## config.mk

```make
export PLATFORM = sky130hd
export DESIGN_NAME = info_frame_stuffing_framer_core
export DESIGN_NICKNAME = d
export VERILOG_FILES = /design/src/hdl/isf_pkg.sv /design/src/hdl/info_frame_stuffing_framer_core.sv
export VERILOG_INCLUDE_DIRS = /design/src /design/src/hdl
export SDC_FILE = /design/constraint.sdc
export NUM_CORES = 1
export LEC_CHECK = 0
export BUFFER_PORTS_ARGS = -buffer_cell sky130_fd_sc_hd__buf_2
export CAP_MARGIN = 30
export CORE_ASPECT_RATIO = 1.5
export CORE_MARGIN = 3
export CORE_UTILIZATION = 40
export CTS_CLUSTER_SIZE = 30
export DETAILED_ROUTE_END_ITERATION = 10
export PLACE_DENSITY_LB_ADDON = 0.3
export SLEW_MARGIN = 20
export SYNTH_ARGS = -nofsm -noshare
export SYNTH_HDL_FRONTEND = slang
export SYNTH_SLANG_ARGS = --single-unit
```

## constraint.sdc

```tcl
create_clock -name clk -period 4.8 [get_ports clk]
set_input_delay 0.48 -clock clk [delete_from_list [all_inputs] [get_ports clk]]
set_output_delay 0.48 -clock clk [all_outputs]
set_load 0.02 [all_outputs]
```

## src/hdl/assert_macros.svh

```systemverilog
// Assertion macros shared by the framer RTL.
// No dependencies; include by bare file name.
`ifndef ASSERT_MACROS_SVH
`define ASSERT_MACROS_SVH

// Check an implication on the rising clock edge, ignored while reset is high.
`define ASSERT_CLK(label, clk, rst, prop, msg) \
  label: assert property (@(posedge clk) disable iff (rst) prop) else $error(msg);

// Same check against the default clock and reset names.
`define ASSERT_STD(label, prop, msg) \
  `ASSERT_CLK(label, clk, rst, prop, msg)

`endif

```

## src/hdl/isf_pkg.sv

```systemverilog
// Package for the information-frame stuffing framer: payload structs,
// register index codes, emit phase codes and reset values. No dependencies.
package isf_pkg;

  localparam int ByteWidth = 8;
  localparam int SeqShift  = 6;

  localparam logic [ByteWidth-1:0] FlagReset    = 8'd126;
  localparam logic [ByteWidth-1:0] EscapeReset  = 8'd125;
  localparam logic [ByteWidth-1:0] MaskReset    = 8'd32;
  localparam logic [ByteWidth-1:0] AddressReset = 8'd3;

  typedef struct packed {
    logic [ByteWidth-1:0] data_byte;
    logic                 end_of_packet;
  } in_item_t;

  typedef struct packed {
    logic [ByteWidth-1:0] out_byte;
    logic                 frame_end;
  } out_item_t;

  typedef enum logic [1:0] {
    REG_FLAG    = 2'd0,
    REG_ESCAPE  = 2'd1,
    REG_MASK    = 2'd2,
    REG_ADDRESS = 2'd3
  } cfg_reg_t;

  // Which byte of the current request goes out next
  typedef enum logic [3:0] {
    PH_FLAG     = 4'd0,
    PH_ADDR     = 4'd1,
    PH_CTRL     = 4'd2,
    PH_HCHK     = 4'd3,
    PH_DATA     = 4'd4,
    PH_DATA_ESC = 4'd5,
    PH_CHK      = 4'd6,
    PH_CHK_ESC  = 4'd7,
    PH_CLOSE    = 4'd8
  } phase_t;

endpackage

```

## src/hdl/info_frame_stuffing_framer_core.sv

```systemverilog
// An accepted request is held and its bytes go out through the single output
// register, one output byte per cycle while the output is not stalled. A request
// yields 1 or 2 bytes for its payload byte, 4 more when it opens a frame and
// 2 or 3 more when it closes one, 9 at most. Next request is taken as the last
// byte of the current one goes out. Synchronous reset restores config registers,
// closes any frame, clears seq and check.
`include "assert_macros.svh"

module info_frame_stuffing_framer_core (
  input  logic                clk,
  input  logic                rst,
  input  logic                in_valid,
  output logic                in_ready,
  input  isf_pkg::in_item_t   in_data,
  output logic                out_valid,
  input  logic                out_ready,
  output isf_pkg::out_item_t  out_data,
  input  logic                cfg_valid,
  output logic                cfg_ready,
  input  isf_pkg::cfg_reg_t   cfg_index,
  input  logic [7:0]          cfg_data
);
  import isf_pkg::*;

  // Configuration registers
  logic [ByteWidth-1:0] flag_value;
  logic [ByteWidth-1:0] escape_value;
  logic [ByteWidth-1:0] stuff_mask;
  logic [ByteWidth-1:0] address_value;

  // Frame state
  logic                 inside_frame;
  logic                 sequence_bit;
  logic [ByteWidth-1:0] running_check;

  // Held request and emit phase
  logic                 hold;
  in_item_t             item;
  phase_t               phase;
  phase_t               phase_next;

  // Emit path
  logic                 emit;
  logic                 done;
  logic [ByteWidth-1:0] ctrl;
  logic [ByteWidth-1:0] check;
  logic                 data_rsvd;
  logic                 check_rsvd;
  out_item_t            emit_item;
  logic                 inside_frame_next;

  assign cfg_ready = 1'b1;

  // Write the configuration registers
  always_ff @(posedge clk) begin
    if (rst) begin
      flag_value    <= FlagReset;
      escape_value  <= EscapeReset;
      stuff_mask    <= MaskReset;
      address_value <= AddressReset;
    end else if (cfg_valid) begin
      unique case (cfg_index)
        REG_FLAG:    flag_value    <= cfg_data;
        REG_ESCAPE:  escape_value  <= cfg_data;
        REG_MASK:    stuff_mask    <= cfg_data;
        REG_ADDRESS: address_value <= cfg_data;
        default:     ;
      endcase
    end
  end

  assign ctrl       = ByteWidth'({7'd0, sequence_bit}) << SeqShift;
  assign check      = running_check ^ item.data_byte;
  assign data_rsvd  = (item.data_byte == flag_value) || (item.data_byte == escape_value);
  assign check_rsvd = (check == flag_value) || (check == escape_value);
  assign emit       = hold && (!out_valid || out_ready);

  // Pick the byte for this phase and the phase that follows
  always_comb begin
    emit_item  = '{out_byte: flag_value, frame_end: 1'b0};
    phase_next = phase;
    done       = 1'b0;
    case (phase)
      PH_FLAG: begin
        phase_next = PH_ADDR;
      end
      PH_ADDR: begin
        emit_item.out_byte = address_value;
        phase_next         = PH_CTRL;
      end
      PH_CTRL: begin
        emit_item.out_byte = ctrl;
        phase_next         = PH_HCHK;
      end
      PH_HCHK: begin
        emit_item.out_byte = address_value ^ ctrl;
        phase_next         = PH_DATA;
      end
      PH_DATA: begin
        if (data_rsvd) begin
          emit_item.out_byte = escape_value;
          phase_next         = PH_DATA_ESC;
        end else begin
          emit_item.out_byte = item.data_byte;
          phase_next         = PH_CHK;
          done               = !item.end_of_packet;
        end
      end
      PH_DATA_ESC: begin
        emit_item.out_byte = item.data_byte ^ stuff_mask;
        phase_next         = PH_CHK;
        done               = !item.end_of_packet;
      end
      PH_CHK: begin
        if (check_rsvd) begin
          emit_item.out_byte = escape_value;
          phase_next         = PH_CHK_ESC;
        end else begin
          emit_item.out_byte = check;
          phase_next         = PH_CLOSE;
        end
      end
      PH_CHK_ESC: begin
        emit_item.out_byte = check ^ stuff_mask;
        phase_next         = PH_CLOSE;
      end
      PH_CLOSE: begin
        emit_item.frame_end = 1'b1;
        done                = 1'b1;
      end
      default: begin
        done = 1'b1;
      end
    endcase
    done = done && emit;
  end

  assign in_ready          = !hold || done;
  assign inside_frame_next = done ? !item.end_of_packet : inside_frame;

  // Advance frame state as a request completes
  always_ff @(posedge clk) begin
    if (rst) begin
      inside_frame  <= 1'b0;
      sequence_bit  <= 1'b0;
      running_check <= '0;
    end else if (done) begin
      inside_frame <= !item.end_of_packet;
      if (item.end_of_packet) begin
        sequence_bit  <= !sequence_bit;
        running_check <= '0;
      end else begin
        running_check <= check;
      end
    end
  end

  // Hold the current request and step through its bytes
  always_ff @(posedge clk) begin
    if (rst) begin
      hold  <= 1'b0;
      phase <= PH_FLAG;
    end else if (in_valid && in_ready) begin
      hold  <= 1'b1;
      phase <= inside_frame_next ? PH_DATA : PH_FLAG;
    end else if (done) begin
      hold <= 1'b0;
    end else if (emit) begin
      phase <= phase_next;
    end
  end

  always_ff @(posedge clk) begin
    if (in_valid && in_ready) begin
      item <= in_data;
    end
  end

  // Output register
  always_ff @(posedge clk) begin
    if (rst) begin
      out_valid <= 1'b0;
    end else if (emit) begin
      out_valid <= 1'b1;
    end else if (out_ready) begin
      out_valid <= 1'b0;
    end
  end

  always_ff @(posedge clk) begin
    if (emit) begin
      out_data <= emit_item;
    end
  end

  // Header bytes only ever go out for a frame that is not yet open
  `ASSERT_STD(a_header_outside_frame,
    hold && (phase == PH_FLAG || phase == PH_ADDR || phase == PH_CTRL || phase == PH_HCHK)
      |-> !inside_frame,
    "header phase inside open frame")
  // Closing a packet clears the check and closes the frame
  `ASSERT_STD(a_close_clears,
    done && item.end_of_packet |=> !inside_frame && running_check == '0,
    "frame state not cleared at packet end")
  // A byte is emitted only while a request is held
  `ASSERT_STD(a_emit_needs_hold,
    !hold |=> !out_valid || $past(out_valid && !out_ready),
    "output byte without a request")

endmodule

```

==> results of run 1 <==
## cell type report
cell class              instances  area (um^2)  area share
clock buffers                  14          275      0.0635
clock inverters                 2         10.0     0.00231
inverters                      14         52.6      0.0121
multi-input cells             317         2170       0.501
flip-flops and latches         66         1500       0.346
well taps                     112          140      0.0323
repair buffers                 36          183      0.0421
## power by group through the flow
stage / logic, mW / clock network, mW / registers (mW)
3_5_place_dp: 0.198 / 0 / 0.652
5_1_grt: 0.220 / 0.656 / 0.645
4_1_cts: 0.198 / 0.635 / 0.641
3_3_place_gp: 0.196 / 0 / 0.651
6_report: 0.200 / 0.623 / 0.641
2_1_floorplan: 0.157 / 0 / 0.637
## flip-flops by register name (all words and copies together), names as in the netlist
| name | cells |
|---|---|
| out_data | 9 |
| address_value | 8 |
| hold | 1 |
| escape_value | 8 |
| phase | 4 |
| running_check | 8 |
| out_valid | 1 |
| item | 9 |
| sequence_bit | 1 |
| inside_frame | 1 |
| stuff_mask | 8 |
| flag_value | 8 |
## layer usage
layer	vias up	wire (um)	global-route usage
met5	-	0	0
met4	0	321	0.0881
met3	25	521	0.0387
met2	128	4750	0.289
met1	1457	3980	0.220
li1	1519	-	-
## worst max-delay path: stages, from the launching register on
cell,delay [ns]
dfxtp_1,0.85
nand2b_1,0.40
nor3_2,0.23
a21oi_1,0.18
buf_2,0.23
or3_1,0.49
o41ai_1,0.32
## per-stage QoR
| stage | worst slack, ns | area (um^2) | utilization | hold WS [ns] | instances |
|---|---|---|---|---|---|
| floorplan | 2.70 | 3940 | - | 0.436 | 435 |
| global placement | 1.84 | 4040 | 0.429 | 0.448 | 543 |
| detailed placement | 1.83 | 4040 | 0.429 | 0.451 | 543 |
| CTS | 1.83 | 4320 | 0.459 | 0.312 | 559 |
| global route | 1.83 | 4330 | 0.460 | 0.320 | 561 |
| finish | 1.97 | 4330 | 0.460 | 0.325 | 561 |
## cells in the final DEF (no fill, tap or decap), types with 2 or more instances in the layout
cell,Yosys,routed
nand4_1,9,9
xnor3_1,16,16
nor2_2,8,8
a211o_1,7,7
and2_1,3,3
xor2_1,7,7
or2_2,2,2
o21ai_1,9,9
nand3b_1,9,9
o221ai_1,6,6
clkinv_2,0,2
nand3_1,4,4
xnor2_1,27,27
nor2b_1,14,14
o41ai_1,8,8
mux2i_1,9,9
o21ai_0,20,20
nand2_1,73,73
nor2_1,21,21
nand2b_1,2,2
edfxtp_1,18,18
inv_1,12,12
clkbuf_1,10,3
a21oi_1,40,40
dfxtp_1,48,48
clkbuf_16,0,10
a31oi_1,3,3
buf_2,12,35
clkinv_1,2,2
a211oi_1,3,3
## Yosys cell counts (3+ instances only)
library cell,number
nand4_1,9
buf_2,12
a31oi_1,3
clkbuf_1,10
a211oi_1,3
xnor2_1,27
dfxtp_1,48
xnor3_1,16
xor2_1,7
edfxtp_1,18
inv_1,12
and2_1,3
o221ai_1,6
buf_4,9
nand3_1,4
o41ai_1,8
nand2_1,73
a211o_1,7
o21ai_0,20
a21oi_1,40
nand3b_1,9
nor2_1,21
nor2b_1,14
nor2_2,8
o21ai_1,9
buf_1,5
mux2i_1,9
## logic make-up after synthesis
group | count (synthesis) | synth area share
muxes | 9 | 0.0229
xor gates and xnor gates | 50 | 0.167
DFF | 66 | 0.381
and+or+nand+nor | 152 | 0.189
other | 1 | 0.000953
buffers and inverters | 52 | 0.0680
AOI/OAI and AO/OA | 105 | 0.170
## worst paths after layout
kind               startpoint          endpoint  slack (ns)  depth (start not counted)
max                  phase[2]  running_check[4]        1.97                          6
min                in_data[1]           item[1]        0.32                          1
max reg2reg          phase[2]  running_check[4]        1.97                          6
min reg2reg  address_value[7]  address_value[7]        0.46                          2
==> metrics.md, run 1 <==
| Metric | Value |
|---|---|
| Sw power | `0.377 mW` |
| Synthesized area | `3940 um^2` |
| Area Growth Syn to Fin | `10.1%` |
| CTS root buf | `clkbuf_16` |
| Yosys top cell by area | `dfxtp_1` |
| Final setup TNS | `0 ns` |
| Post-synthesis register bit count | `66` |
| First-pass GRT wire length | `approximately 15000 um` |
| Share of cells above drive strength 1 | `0.147` |
| Register share of total power | `0.438` |
| Fill cell count | `897` |
| Post-CTS Setup Inserts | `0` |
| Die footprint | `11100 um^2` |
| Leak | `1.61 nW` |
| Worst hold path type | `input port to flip-flop` |
| Async set or reset register ratio after synthesis | `0` |
| Clock slew at reported path FFs | `0.06 ns` |
| Num CTS Buffers | `9` |
| IO Port Bufs | `34` |
| Vias in the first global route | `2897` |
| Post-DP HPWL | `6880 um` |
| Required @ worst endpoint | `about 5.0 ns` |
| Final net count | `468` |
| Power consumption | `1.46 mW` |
| # setup viols final | `0` |
| Post-cts hold buffer count | `0` |
| Status | `complete, no violations` |
| Htree depth | `3` |
| Top cells by area, synth | `dfxtp_1 (24%), edfxtp_1 (14%), xnor3_1 (9.2%)` |
| CTS tree | `built` |
| Post-route clock skew | `~0.0065 ns` |
| Unrepaired setup endpoints after global routing | `false` |
| Worst-margin pin slew | `0.951 ns` |
| Initial antenna violation count | `0` |
| Synth Flop Type | `dfxtp_1` |
| Peak supply drop | `0.182 mV` |
| Post-synthesis sequential area ratio | `0.381` |
| Worst Path Max Fanout | `14` |
| Mean post-synth cell area | `9.05 um^2` |
| Yosys cell types | `49` |
| Final worst path period share | `0.589` |
| Drt wl/cell | `17.1 um` |
| Post-detailed-routing wire length | `9570 um` |
| Fmax achieved | `between 300 and 400 MHz` |
| CP Class | `flip-flop to flip-flop` |
| Worst Setup Start Kind | `flip-flop` |
| Clk Latency, worst-skew pair | `0.33 ns` |
| Pwr dens | `338 nW/um^2` |
| Routed Antenna Nets | `0` |
| Combinational power share | `0.137` |
| Vias/cell | `5.58` |
| Normalized max-slew margin | `0.366` |
| Clock tree buffer depth | `2` |
| Clk network pwr share | `0.426` |
| CORE AREA | `9420 um^2` |
| Syn_nets | `459` |
| Post-synth EDFFs | `18` |
| DR vias | `between 3k and 4k` |
| Crit path time final | `roughly 2.8 ns` |
| Max Cap Viol | `0` |
| Sw frac | `0.258` |
| Final Max Slew Viols | `0` |
| Worst setup EP type | `flip-flop` |
| Starting Density | `0.418` |
| Mapped Cells | `435` |
| Total track usage | `0.178` |
| Inserted Diodes | `0` |
| Total gr overflow | `0` |
| Yosys Warn Count | `0` |
| GPL Wtd Cong | `0.857` |
| DIE WIDTH | `87.0 um` |
| DRT Pass-1 Iters | `7` |
| Final Hold Vio Count | `0` |
| CP arrival | `3.04 ns` |
| Largest net degree at the start of global routing | `55` |
| DRC | `0` |
| Yosys top cell area share | `0.244` |
| Overall die height | `about 130 um` |
| Internal power | `around 1.1 mW` |
| IO Count | `36` |
| Site Rows | `43` |
| Clk sinks | `66` |
| DR iter-0 viols | `211` |
| # resized after CTS | `0` |
(Power assumes the default switching activity.)
==> run 2: changes to the inputs <==
clock period = 2.52 ns   (was 4.8 ns; I/O delays follow)
==> metrics.md, run 2 (synthesis gave the netlist of run 1 again) <==
| Metric | Value |
|---|---|
| Most frequent cells in the layout | `nand2_1 (73), dfxtp_1 (48), a21oi_1 (40)` |
| Pwr dens | `660 nW/um^2` |
| FF-to-FF Start | `running_check[2]` |
| CP max stage cell | `dfxtp_1` |
| Post-route clock skew | `0.00699 ns` |
| Total track usage | `0.185` |
| Placed cells | `557` |
| Power consumption | `2.96 mW` |
| Clk sinks | `66` |
| CTS tree | `built` |
| Post-DP HPWL | `7270 um` |
| Status | `complete, no violations` |
| Regs by FF count | `item x9, out_data x9` |
| DR iter-0 viols | `225` |
| CP Capture Point | `out_data[4]` |
| Peak supply drop | `approximately 0.46 mV` |
| Area Growth Syn to Fin | `13.8%` |
| Final setup TNS | `0 ns` |
| Final Hold Slack | `0.0947 ns` |
| Worst setup EP type | `flip-flop` |
| First-pass GRT wire length | `between 15000 and 20000 um` |
| Final Max Slew Viols | `0` |
| CP arrival | `2.41 ns` |
| DRC | `0` |
| Post-detailed-routing wire length | `9800 um` |
| Crit-path leading delay family | `compound AO/OA/AOI/OAI gates` |
| Site Rows | `43` |
| Core Util, Final | `0.476` |
| DRT Pass-1 Iters | `5` |
| IO Count | `36` |
| Final Non-Filler Cells | `roughly 570` |
| Die footprint | `11100 um^2` |
| Worst Setup Start Kind | `flip-flop` |
| Worst path max stage delay | `around 0.52 ns` |
| R2r worst-path depth | `8` |
| Worst Path Max Fanout | `7` |
| Worst-margin pin slew | `0.787 ns` |
| Flip-flop and latch area | `1500 um^2` |
| # setup viols final | `0` |
| Final worst path period share | `0.923` |
| Clock slew at reported path FFs | `0.06 ns` |
| Crit path time final | `2.33 ns` |
| CTS root buf | `clkbuf_16` |
| CP Launch Point | `running_check[2]` |
| Htree depth | `3` |
| Final net count | `481` |
| Placed Area | `approximately 4200 um^2` |
| Leak | `about 1.7 nW` |
| Multi-input gate area | `2180 um^2` |
| Finished layout cell area | `approximately 4500 um^2` |
| Commonest non-fill, non-tap cell in the layout | `nand2_1` |
| Initial antenna violation count | `0` |
| IO Port Bufs | `34` |
| Vias/cell | `roughly 5.5` |
| Normalized max-slew margin | `0.475` |
| Largest net degree at the start of global routing | `36` |
| Total gr overflow | `0` |
| DR vias | `3175` |
| CORE AREA | `9420 um^2` |
| Share of cells above drive strength 1 | `0.173` |
| Starting Density | `0.418` |
| Unrepaired setup endpoints after global routing | `false` |
| Max Cap Viol | `0` |
| Num CTS Buffers | `9` |
| Vias in the first global route | `3095` |
| Hold path start | `in_data[6]` |
| Drt wl/cell | `17.1 um` |
| Routed Antenna Nets | `0` |
| Final Hold Vio Count | `0` |
| GPL Wtd Cong | `0.902` |
| Critical path buffer and inverter count | `1` |
| Final WS setup | `0.193 ns` |
| DIE WIDTH | `87.0 um` |
| CP Class | `flip-flop to flip-flop` |
| Overall die height | `between 100 and 150 um` |
| Crit path cell chain | `xnor3_1 > nand4_1 > o22ai_2 > or2b_1 > o41ai_4 > buf_4 > a211oi_1 > a21oi_1` |
| R2r setup slk | `0.19 ns` |
| Worst hold path type | `input port to flip-flop` |
| Fill cell count | `881` |
| R2r endpoint | `out_data[4]` |
| Clk Latency, worst-skew pair | `around 0.34 ns` |
| Inserted Diodes | `0` |
| Fmax achieved | `430 MHz` |
| Critical path depth | `8` |
| Clock tree buffer depth | `2` |
| Required @ worst endpoint | `2.60 ns` |
| DP Worst Slack | `0.114 ns` |
## run 2: cell types whose count changed in the layout (fill, tap and decap cells not counted)
cell,previous run,this run
buf_2,35,34
nor2_1,21,19
nor2_2,8,10
buf_4,1,14
clkbuf_1,3,4
buf_12,0,1
clkinv_2,2,0
bufinv_16,0,2
clkbuf_16,10,9
## run 2: final cells by class
class / count / area share
inverter: 14 / 0.0117
tap: 112 / 0.0313
timing repair buffer: 49 / 0.0659
clock buffer: 14 / 0.0567
multi-input combinational: 317 / 0.486
sequential: 66 / 0.335
clock inverter: 2 / 0.0134
## run 2: how the worst min path moves through the flow
| stage | endpoint | cells after the start | slack (ns) |
|---|---|---|---|
| global route | item[3] | 1 | 0.09 |
| floorplan | item[0] | 0 | 0.35 |
| finish | item[6] | 1 | 0.09 |
| global placement | item[2] | 1 | 0.43 |
| detailed placement | item[4] | 1 | 0.43 |
| CTS | item[6] | 1 | 0.09 |
## run 2: what timing repair did
item                       4_1_cts  5_1_grt
buffers inserted                 0        1
gates resized for setup          0        2
hold buffers                     0        0
setup endpoints to repair        0        9
## run 2: worst reg2reg max path, stage by stage (launching register included)
cell and delay (ns):
dfxtp_1 0.52, xnor3_1 0.42, nand4_1 0.13, o22ai_2 0.12
or2b_1 0.26, o41ai_4 0.11, buf_4 0.19, a211oi_1 0.23
a21oi_1 0.09
## run 2: per-layer routing
metal | global-route usage | wire (um) | vias up
met4 | 0.103 | 369 | 0
met3 | 0.0400 | 430 | 25
met5 | 0 | 0 | -
met1 | 0.229 | 4180 | 1504
met2 | 0.295 | 4820 | 94
li1 | - | - | 1552
## run 2: power by group
part / switching, mW / total, mW / leakage [nW] / internal, mW
clock network: 0.443 / 1.34 / 0.151 / 0.894
logic: 0.224 / 0.409 / 0.977 / 0.185
registers: 0.0623 / 1.21 / 0.561 / 1.15
